### config.mk
export PLATFORM = sky130hd
export DESIGN_NAME = pixel_block_or_downsample_top
export DESIGN_NICKNAME = d
export VERILOG_FILES = /design/src/pbod_pkg.sv /design/src/pbod_ctrl.sv /design/src/pbod_pool.sv /design/src/pixel_block_or_downsample_top.sv
export VERILOG_INCLUDE_DIRS = /design/src /design/src/src
export SDC_FILE = /design/constraint.sdc
export NUM_CORES = 1
export LEC_CHECK = 0
export BUFFER_PORTS_ARGS = -buffer_cell sky130_fd_sc_hd__buf_2
export CORE_ASPECT_RATIO = 2
export CORE_MARGIN = 4
export CORE_UTILIZATION = 49
export CTS_CLUSTER_SIZE = 25
export DETAILED_ROUTE_END_ITERATION = 8
export GPL_TIMING_DRIVEN = 0
export PLACE_DENSITY_LB_ADDON = 0.2
export REMOVE_ABC_BUFFERS = 1
export SYNTH_ARGS = -nofsm -noshare
export SYNTH_HDL_FRONTEND = slang
export SYNTH_SLANG_ARGS = --single-unit
### constraint.sdc
create_clock -name clk -period 8.45 [get_ports clk]
set_clock_uncertainty 0.2 [all_clocks]
set_input_delay 1.69 -clock clk [delete_from_list [all_inputs] [get_ports clk]]
set_output_delay 1.69 -clock clk [all_outputs]
set_load 0.005 [all_outputs]
### src/assert_macros.svh
// Assertion macros shared by the pixel block OR-pooling RTL.
// Depends on nothing; define ASSERT_OFF to compile the checks out.
`ifndef ASSERT_MACROS_SVH
`define ASSERT_MACROS_SVH

`ifndef ASSERT_OFF

// Check a consequence in the same cycle as its antecedent
`define ASSERT_SAME_CYCLE(label, clk, rst_n, ante, cons) \
    label: assert property (@(posedge clk) disable iff (!rst_n) (ante) |-> (cons)) \
        else $error("assertion failed");

// Check a consequence in the cycle after its antecedent
`define ASSERT_NEXT_CYCLE(label, clk, rst_n, ante, cons) \
    label: assert property (@(posedge clk) disable iff (!rst_n) (ante) |=> (cons)) \
        else $error("assertion failed");

`else

`define ASSERT_SAME_CYCLE(label, clk, rst_n, ante, cons)
`define ASSERT_NEXT_CYCLE(label, clk, rst_n, ante, cons)

`endif

`endif

### src/pbod_pkg.sv
// Package for the pixel block OR-pooling block: constants, register codes,
// payload structs and the position flags passed from control to datapath.
// Depends on nothing.
package pbod_pkg;

    localparam int DEF_MAX_WIDTH  = 1024;
    localparam int DEF_BLOCK_SIZE = 4;
    localparam int ROW_LIMIT      = 1024;
    localparam int CFG_W          = 11;
    localparam int CFG_IDX_W      = 1;
    localparam int ROW_W          = 10;
    localparam int RST_WIDTH      = 640;
    localparam int RST_HEIGHT     = 480;

    typedef enum logic [CFG_IDX_W-1:0] {
        REG_IMAGE_WIDTH  = 1'b0,
        REG_IMAGE_HEIGHT = 1'b1
    } cfg_reg_t;

    typedef struct packed {
        logic [7:0] pixel_red;
        logic [7:0] pixel_green;
        logic [7:0] pixel_blue;
    } pixel_t;

    typedef struct packed {
        logic       block_marked;
        logic [7:0] block_col;
        logic [7:0] block_row;
        logic       last_block;
    } block_t;

    // Where the next pixel falls relative to the block grid
    typedef struct packed {
        logic in_grid;
        logic col_first;
        logic col_last;
        logic row_first;
        logic emits;
        logic last_block;
    } pos_flags_t;

endpackage

### src/pbod_ctrl.sv
// Control for the pixel block OR-pooling block: size registers, raster
// counters and block-grid position flags. Depends on pbod_pkg, assert_macros.svh.
`include "assert_macros.svh"

module pbod_ctrl
    import pbod_pkg::*;
#(
    parameter int MAX_WIDTH  = DEF_MAX_WIDTH,
    parameter int BLOCK_SIZE = DEF_BLOCK_SIZE,
    localparam int CW_RAW    = $clog2(MAX_WIDTH + 2 * BLOCK_SIZE + 1),
    localparam int CW        = (CW_RAW > CFG_W) ? CW_RAW : CFG_W,
    localparam int RW_RAW    = $clog2(ROW_LIMIT + 2 * BLOCK_SIZE + 1),
    localparam int RW        = (RW_RAW > CFG_W) ? RW_RAW : CFG_W,
    localparam int KW        = $clog2(BLOCK_SIZE),
    localparam int BCW_RAW   = $clog2((MAX_WIDTH - 1) / BLOCK_SIZE + 1),
    localparam int BCW       = (BCW_RAW > 1) ? BCW_RAW : 1,
    localparam int BRW_RAW   = $clog2((ROW_LIMIT - 1) / BLOCK_SIZE + 1),
    localparam int BRW       = (BRW_RAW > 1) ? BRW_RAW : 1
)
(
    input  logic                 clk,
    input  logic                 rst_n,
    input  logic                 accept,
    input  logic                 cfg_we,
    input  logic [CFG_IDX_W-1:0] cfg_index,
    input  logic [CFG_W-1:0]     cfg_data,
    output pos_flags_t           flags,
    output logic [BCW-1:0]       bc,
    output logic [BRW-1:0]       br
);

    localparam int RST_W_EFF = (RST_WIDTH > MAX_WIDTH) ? MAX_WIDTH : RST_WIDTH;
    localparam int RST_H_EFF = (RST_HEIGHT > ROW_LIMIT) ? ROW_LIMIT : RST_HEIGHT;

    logic [CW-1:0]    eff_w_reg, eff_w_next;
    logic [RW-1:0]    eff_h_reg, eff_h_next;
    logic [CW-1:0]    w_raw;
    logic [RW-1:0]    h_raw;

    logic [CW-1:0]    col_reg, col_next;
    logic [KW-1:0]    cin_reg, cin_next;
    logic [BCW-1:0]   bc_reg, bc_next;
    logic [CW-1:0]    bend_reg, bend_next;
    logic [ROW_W-1:0] row_reg, row_next;
    logic [KW-1:0]    rin_reg, rin_next;
    logic [BRW-1:0]   br_reg, br_next;
    logic [RW-1:0]    rend_reg, rend_next;

    logic col_wrap, row_wrap, cin_last, rin_last;
    logic in_x, in_y, last_x, last_y;

    // Clamp written sizes to the supported range
    assign w_raw = CW'(cfg_data);
    assign h_raw = RW'(cfg_data);

    always_comb
    begin
        eff_w_next = eff_w_reg;
        eff_h_next = eff_h_reg;
        if (cfg_we)
        begin
            unique case (cfg_reg_t'(cfg_index))
                REG_IMAGE_WIDTH:
                begin
                    if (w_raw > CW'(MAX_WIDTH))
                        eff_w_next = CW'(MAX_WIDTH);
                    else if (w_raw == '0)
                        eff_w_next = CW'(1);
                    else
                        eff_w_next = w_raw;
                end
                REG_IMAGE_HEIGHT:
                begin
                    if (h_raw > RW'(ROW_LIMIT))
                        eff_h_next = RW'(ROW_LIMIT);
                    else if (h_raw == '0)
                        eff_h_next = RW'(1);
                    else
                        eff_h_next = h_raw;
                end
                default:
                begin
                    eff_w_next = eff_w_reg;
                    eff_h_next = eff_h_reg;
                end
            endcase
        end
    end

    // Detect row, image and block boundaries
    assign col_wrap = (col_reg + CW'(1)) == eff_w_reg;
    assign row_wrap = (RW'(row_reg) + RW'(1)) == eff_h_reg;
    assign cin_last = cin_reg == KW'(BLOCK_SIZE - 1);
    assign rin_last = rin_reg == KW'(BLOCK_SIZE - 1);

    // Advance the raster counters; any register write restarts the image
    always_comb
    begin
        col_next  = col_reg;
        cin_next  = cin_reg;
        bc_next   = bc_reg;
        bend_next = bend_reg;
        row_next  = row_reg;
        rin_next  = rin_reg;
        br_next   = br_reg;
        rend_next = rend_reg;
        if (cfg_we)
        begin
            col_next  = '0;
            cin_next  = '0;
            bc_next   = '0;
            bend_next = CW'(BLOCK_SIZE);
            row_next  = '0;
            rin_next  = '0;
            br_next   = '0;
            rend_next = RW'(BLOCK_SIZE);
        end
        else if (accept)
        begin
            if (col_wrap)
            begin
                col_next  = '0;
                cin_next  = '0;
                bc_next   = '0;
                bend_next = CW'(BLOCK_SIZE);
                if (row_wrap)
                begin
                    row_next  = '0;
                    rin_next  = '0;
                    br_next   = '0;
                    rend_next = RW'(BLOCK_SIZE);
                end
                else
                begin
                    row_next = row_reg + ROW_W'(1);
                    if (rin_last)
                    begin
                        rin_next  = '0;
                        br_next   = br_reg + BRW'(1);
                        rend_next = rend_reg + RW'(BLOCK_SIZE);
                    end
                    else
                    begin
                        rin_next = rin_reg + KW'(1);
                    end
                end
            end
            else
            begin
                col_next = col_reg + CW'(1);
                if (cin_last)
                begin
                    cin_next  = '0;
                    bc_next   = bc_reg + BCW'(1);
                    bend_next = bend_reg + CW'(BLOCK_SIZE);
                end
                else
                begin
                    cin_next = cin_reg + KW'(1);
                end
            end
        end
    end

    always_ff @(posedge clk or negedge rst_n)
    begin
        if (!rst_n)
        begin
            eff_w_reg <= CW'(RST_W_EFF);
            eff_h_reg <= RW'(RST_H_EFF);
            col_reg   <= '0;
            cin_reg   <= '0;
            bc_reg    <= '0;
            bend_reg  <= CW'(BLOCK_SIZE);
            row_reg   <= '0;
            rin_reg   <= '0;
            br_reg    <= '0;
            rend_reg  <= RW'(BLOCK_SIZE);
        end
        else
        begin
            eff_w_reg <= eff_w_next;
            eff_h_reg <= eff_h_next;
            col_reg   <= col_next;
            cin_reg   <= cin_next;
            bc_reg    <= bc_next;
            bend_reg  <= bend_next;
            row_reg   <= row_next;
            rin_reg   <= rin_next;
            br_reg    <= br_next;
            rend_reg  <= rend_next;
        end
    end

    // A block lies in the grid when its right (bottom) edge fits the image
    assign in_x   = bend_reg <= eff_w_reg;
    assign in_y   = rend_reg <= eff_h_reg;
    assign last_x = (bend_reg + CW'(BLOCK_SIZE)) > eff_w_reg;
    assign last_y = (rend_reg + RW'(BLOCK_SIZE)) > eff_h_reg;

    assign flags.in_grid    = in_x && in_y;
    assign flags.col_first  = cin_reg == '0;
    assign flags.col_last   = cin_last;
    assign flags.row_first  = rin_reg == '0;
    assign flags.emits      = in_x && in_y && cin_last && rin_last;
    assign flags.last_block = last_x && last_y;

    assign bc = bc_reg;
    assign br = br_reg;

    `ASSERT_NEXT_CYCLE(a_cfg_restart, clk, rst_n, cfg_we, col_reg == '0 && row_reg == '0)
    `ASSERT_SAME_CYCLE(a_col_start, clk, rst_n, col_reg == '0, cin_reg == '0 && bc_reg == '0 && bend_reg == CW'(BLOCK_SIZE))
    `ASSERT_SAME_CYCLE(a_row_start, clk, rst_n, row_reg == '0, rin_reg == '0 && br_reg == '0 && rend_reg == RW'(BLOCK_SIZE))

endmodule

### src/pbod_pool.sv
// Datapath for the pixel block OR-pooling block: mark detection, row-segment
// OR, per-block-column line store and result register. Depends on pbod_pkg.
module pbod_pool
    import pbod_pkg::*;
#(
    parameter int MAX_WIDTH  = DEF_MAX_WIDTH,
    parameter int BLOCK_SIZE = DEF_BLOCK_SIZE,
    localparam int BCW_RAW   = $clog2((MAX_WIDTH - 1) / BLOCK_SIZE + 1),
    localparam int BCW       = (BCW_RAW > 1) ? BCW_RAW : 1,
    localparam int BRW_RAW   = $clog2((ROW_LIMIT - 1) / BLOCK_SIZE + 1),
    localparam int BRW       = (BRW_RAW > 1) ? BRW_RAW : 1
)
(
    input  logic           clk,
    input  logic           rst_n,
    input  logic           accept,
    input  pixel_t         pixel,
    input  pos_flags_t     flags,
    input  logic [BCW-1:0] bc,
    input  logic [BRW-1:0] br,
    input  logic           result_ready,
    output logic           result_valid,
    output block_t         result
);

    localparam int LINE_DEPTH = (MAX_WIDTH / BLOCK_SIZE > 1) ? MAX_WIDTH / BLOCK_SIZE : 1;
    localparam int AW         = (LINE_DEPTH > 1) ? $clog2(LINE_DEPTH) : 1;

    logic                 line_mem [LINE_DEPTH];
    logic                 rd_reg;
    logic                 acc_reg;
    logic                 mark;
    logic                 seg;
    logic                 merged;
    logic [AW-1:0]        addr;
    logic [BCW+7:0]       bc_ext;
    logic [BRW+7:0]       br_ext;
    logic                 valid_reg, valid_next;
    block_t               result_reg, result_next;

    // A pixel is marked when it is pure black
    assign mark = (pixel.pixel_red | pixel.pixel_green | pixel.pixel_blue) == 8'd0;

    // OR across the pixels of this block in the current row
    assign seg    = (flags.col_first ? 1'b0 : acc_reg) | mark;
    // Fold in the rows above, or start fresh on the block's first row
    assign merged = flags.row_first ? seg : (rd_reg | seg);
    assign addr   = bc[AW-1:0];

    always_ff @(posedge clk)
    begin
        if (accept)
            acc_reg <= seg;
    end

    // Line store: read at the block's first column, write back at its last
    always_ff @(posedge clk)
    begin
        if (accept && flags.in_grid && flags.col_last)
            line_mem[addr] <= merged;
        if (accept && flags.in_grid && flags.col_first)
            rd_reg <= line_mem[addr];
    end

    // Load a result on the block's last pixel, drop valid once taken
    assign bc_ext = {8'd0, bc};
    assign br_ext = {8'd0, br};

    always_comb
    begin
        result_next = result_reg;
        valid_next  = valid_reg;
        if (accept && flags.emits)
        begin
            result_next.block_marked = merged;
            result_next.block_col    = bc_ext[7:0];
            result_next.block_row    = br_ext[7:0];
            result_next.last_block   = flags.last_block;
            valid_next               = 1'b1;
        end
        else if (result_ready)
        begin
            valid_next = 1'b0;
        end
    end

    always_ff @(posedge clk)
    begin
        result_reg <= result_next;
    end

    always_ff @(posedge clk or negedge rst_n)
    begin
        if (!rst_n)
            valid_reg <= 1'b0;
        else
            valid_reg <= valid_next;
    end

    assign result       = result_reg;
    assign result_valid = valid_reg;

endmodule

### src/pixel_block_or_downsample_top.sv
// Pixel block OR-pooling block: top level tying control and datapath.
// Depends on pbod_pkg, pbod_ctrl, pbod_pool, assert_macros.svh.
//
// Takes RGB pixels in raster order and returns one bit per full
// BLOCK_SIZE x BLOCK_SIZE block, set when any pixel of the block is pure
// black. A result comes out in the cycle after the block's bottom-right pixel;
// partial blocks at the right and bottom edges give none. The block takes
// one pixel every cycle: pixel_ready drops only when the next pixel would
// complete a block while the previous result is still waiting on the block
// channel. Per-block-column partial ORs live in a MAX_WIDTH/BLOCK_SIZE by
// 1-bit line store with one write and one registered read port, read at a
// block's first column and written at its last. Writing either size register
// restarts the image at the top-left pixel; do so only while no transaction
// is in flight.
`include "assert_macros.svh"

module pixel_block_or_downsample_top
    import pbod_pkg::*;
#(
    parameter int MAX_WIDTH  = DEF_MAX_WIDTH,
    parameter int BLOCK_SIZE = DEF_BLOCK_SIZE
)
(
    input  logic                 clk,
    input  logic                 rst_n,
    input  logic                 pixel_valid,
    output logic                 pixel_ready,
    input  pixel_t               pixel,
    output logic                 block_valid,
    input  logic                 block_ready,
    output block_t               block,
    input  logic                 cfg_we,
    input  logic [CFG_IDX_W-1:0] cfg_index,
    input  logic [CFG_W-1:0]     cfg_data
);

    localparam int BCW_RAW = $clog2((MAX_WIDTH - 1) / BLOCK_SIZE + 1);
    localparam int BCW     = (BCW_RAW > 1) ? BCW_RAW : 1;
    localparam int BRW_RAW = $clog2((ROW_LIMIT - 1) / BLOCK_SIZE + 1);
    localparam int BRW     = (BRW_RAW > 1) ? BRW_RAW : 1;

    pos_flags_t     flags;
    logic [BCW-1:0] bc;
    logic [BRW-1:0] br;
    logic           accept;

    // Stall only a pixel that would complete a block while a result waits
    assign pixel_ready = !block_valid || block_ready || !flags.emits;
    assign accept      = pixel_valid && pixel_ready;

    pbod_ctrl #(
        .MAX_WIDTH  (MAX_WIDTH),
        .BLOCK_SIZE (BLOCK_SIZE)
    ) u_ctrl (
        .clk       (clk),
        .rst_n     (rst_n),
        .accept    (accept),
        .cfg_we    (cfg_we),
        .cfg_index (cfg_index),
        .cfg_data  (cfg_data),
        .flags     (flags),
        .bc        (bc),
        .br        (br)
    );

    pbod_pool #(
        .MAX_WIDTH  (MAX_WIDTH),
        .BLOCK_SIZE (BLOCK_SIZE)
    ) u_pool (
        .clk          (clk),
        .rst_n        (rst_n),
        .accept       (accept),
        .pixel        (pixel),
        .flags        (flags),
        .bc           (bc),
        .br           (br),
        .result_ready (block_ready),
        .result_valid (block_valid),
        .result       (block)
    );

    `ASSERT_SAME_CYCLE(a_no_overwrite, clk, rst_n, accept && flags.emits, !block_valid || block_ready)
    `ASSERT_NEXT_CYCLE(a_result_follows, clk, rst_n, accept && flags.emits, block_valid)
    `ASSERT_NEXT_CYCLE(a_stall_holds, clk, rst_n, accept && !flags.emits && block_valid && !block_ready, block_valid)

endmodule
==> results_dict.tcl <==
set metrics [dict create \
    largest_reg_flops 256 \
    path_max_fanout 25 \
    seq_area_frac_synth_pct 59.4 \
    start_util_pct 49.7 \
    setup_viol 0 \
    fin_tns_setup_ns 0 \
    cts_tree "built" \
    wl_per_cell_um 23.1 \
    clk_latency_ns 0.58 \
    r2r_cells 8 \
    synth_cell_type_count 68 \
    crit_top_cell "inv_1" \
    yosys_warnings 0 \
    async_reset_ff_share_pct 22.9 \
    drc 0 \
    dp_cells 1828 \
    synth_compound_area_share_pct 9.09 \
    synthTopCellsByCount "nor2_1 (296), edfxtp_1 (276), nand2_1 (83), clkbuf_1 (77), dfrtp_1 (74)" \
    core.rowCount 97 \
    die_w_um 141 \
    synth-xor-area-share_pct 2.01 \
    via_per_inst 6.18 \
    totalPowerFinal_w 0.00357 \
    critical_path_depth 6 \
    gp_congestion 0.905 \
    worstMarginPinSlew_ns 1.29 \
    p_per_area_nw_per_um2 185 \
    slew_headroom_pct 14.2 \
    fp.dieH_um 275 \
    synth_edf_count 276 \
    post_cts_buffers 0 \
    io_pins 61 \
    grt_pass1_vias 11900 \
    synthMuxAreaShare_pct 9.12 \
    cts.sinks 358 \
    critical_path.max_stage_delay_ns 1.02 \
    synth_top_family_by_area "simple AND/OR/NAND/NOR gates" \
    finalNonFillerCells 1884 \
    cellLeakagePower_nw 6.64 \
    antenna_cells 0 \
    ant_nets 0 \
    grt.total_usage_pct 22.5 \
    cp.required_ns 6.56 \
    drv_cap 0 \
    drive_gt1_share_pct 15.1 \
    min_path_cells 0 \
    peakVddDrop_uv 170 \
    synth_fa_ha_area_share_pct 3.52 \
    drv_slew 0 \
    fin_crit_sh_pct 70.5 \
    n_fill_cell 2887 \
    grt_max_degree 117 \
    crit_slowest_cell "a221oi_1" \
    core_um2 35100 \
    first_pass_iters 6 \
    syn2layout_area_growth_pct 10.5 \
    synth_top_area_cell "edfxtp_1" \
    ff2ff_setup_slack_ns 3.74 \
    routed_wl_um 43400 \
    crit_path_end_kind "output port" \
    crit_family "compound AO/OA/AOI/OAI gates" \
    synthCells 1403 \
    synthFlopType "edfxtp_1" \
    grt_pass1_wl_um 67300 \
    portBuffers 60 \
    fin_crit_ns 5.95 \
    path_buf_inv 3 \
    rsz0062_at_grt "no" \
    clk_pin_slew_worst_paths_ns 0.07 \
    cts_root_buf "clkbuf_16" \
    hold_path.class "register to register" \
    overflow 0 \
    cts_inserted_buffers 30 \
    vias 11600 \
    drtIter0Drc 1025 \
    crit_arrival_ns 4.06 \
    max_freq_mhz 168 \
    yosys_register_bits 358 \
    outcome "finished, final reports clean" \
    synth_area_per_cell_um2 12.4 \
    antenna_found_initial 0 \
    critical_path_class "register to output port" \
    cts_buffer_depth 3 \
    yosys.area_share.simple_pct 13.9 \
    synth_area_um2 17400 \
    hold_buffers 0 \
    worstPathCellList "ha_1, inv_1, or4_1, a221oi_1, inv_1, buf_2" \
    dp_hpwl_um 28300 \
    cp-start-kind "register" \
    hold_violations 0 \
    dieArea_um2 38800 \
    cts_repair_resize_count 0 \
    yosys.area.top_type_share_pct 47.6 \
    synth_most_common_cell "nor2_1" \
    cts.htree.levels 1 \
    synth.area.top_cells "edfxtp_1 (48%), dfrtp_1 (11%), mux4_2 (8.4%)" \
    nets 1506 \
]
==> worst register-to-register path: stages (launching register included) <==
cell and delay (ns):
dfrtp_1 0.38, ha_1 0.74, inv_1 0.40, or4_1 0.68, a221oi_1 1.02, o41ai_4 0.32
buf_6 0.26, o21ai_1 0.39, a22o_1 0.25
==> area by class of cell <==
| type | count | area (um^2) | share of cell area [%] |
|---|---|---|---|
| Tap cell | 445 | 557 | 2.89 |
| Clock inverter | 13 | 119 | 0.617 |
| Clock buffer | 42 | 863 | 4.48 |
| Multi-Input combinational cell | 910 | 6590 | 34.2 |
| Timing Repair Buffer | 74 | 616 | 3.20 |
| Sequential cell | 358 | 10400 | 53.8 |
| Inverter | 42 | 158 | 0.819 |
==> stage by stage <==
stage / instance area (um^2) / hold WS [ns] / setup WS (ns) / util (%)
finish: 19300 / 0.277 / 2.50 / 54.9
global route: 19300 / 0.286 / 2.20 / 54.9
floorplan: 17100 / 0.247 / 2.34 / -
detailed placement: 18300 / 0.267 / 3.00 / 52.1
CTS: 19200 / 0.283 / 2.48 / 54.9
global placement: 17900 / 0.271 / 0.233 / 51.1
==> cell usage in the layout (no fill, tap or decap), drive strengths merged, types with 9 or more instances in the layout <==
master  Yosys  final
nor2b      13     13
a21oi      21     21
nand4      19     19
a32o       13     13
a221oi     10     10
buf        16     74
nand2b     10     10
edfxtp    276    276
a21o       11     11
nand2      83     83
a22oi      26     26
dfrtp      74     74
xor2       15     15
mux4       65     65
a22o       25     25
nor4       17     17
nand3      31     31
o21ai      43     43
clkbuf     77     42
and3       13     13
nor3       10     10
ha         49     49
inv        42     44
xnor2      25     25
a21boi      9      9
nor2      296    296
==> where the power goes <==
part / total, W / switching [W] / internal (W) / leakage, nW
clock: 0.00141 / 0.000637 / 0.000774 / 0.475
sequential: 0.00195 / 0.0000228 / 0.00192 / 3.65
combinational: 0.000208 / 0.000132 / 0.0000752 / 2.52
total: 0.00357 / 0.000793 / 0.00277 / 6.64
==> metal layers <==
layer  share of wire (%)  global-route usage, %  wire length (um)  vias up
li1                    -                      -                 -     5232
met1                  35                   24.5             15100     5890
met2                  55                   42.6             23800      408
met3                 5.3                   2.73              2290      106
met4                 5.3                   10.8              2300        0
met5                   0                      0                 0        -
==> final timing paths <==
| path | to | startpoint |
|---|---|---|
| max | pixel_ready | u_ctrl.rin_reg[1] |
| min | u_pool.result[8] | u_ctrl.br[7] |
| max reg2reg | u_ctrl.br[0] | u_ctrl.rin_reg[1] |
| min reg2reg | u_pool.result[8] | u_ctrl.br[7] |
| max in group asynchronous | u_ctrl.rend_reg[2] | rst_n |
| min in group asynchronous | u_ctrl.col_reg[3] | rst_n |
==> cell families after synthesis <==
logic type,after synthesis
compound gates,213
xor+xnor,40
fa+ha+maj,49
buf+inv,135
flops,358
mux,77
simple gates,531
Power figures use the tool's default switching activity.
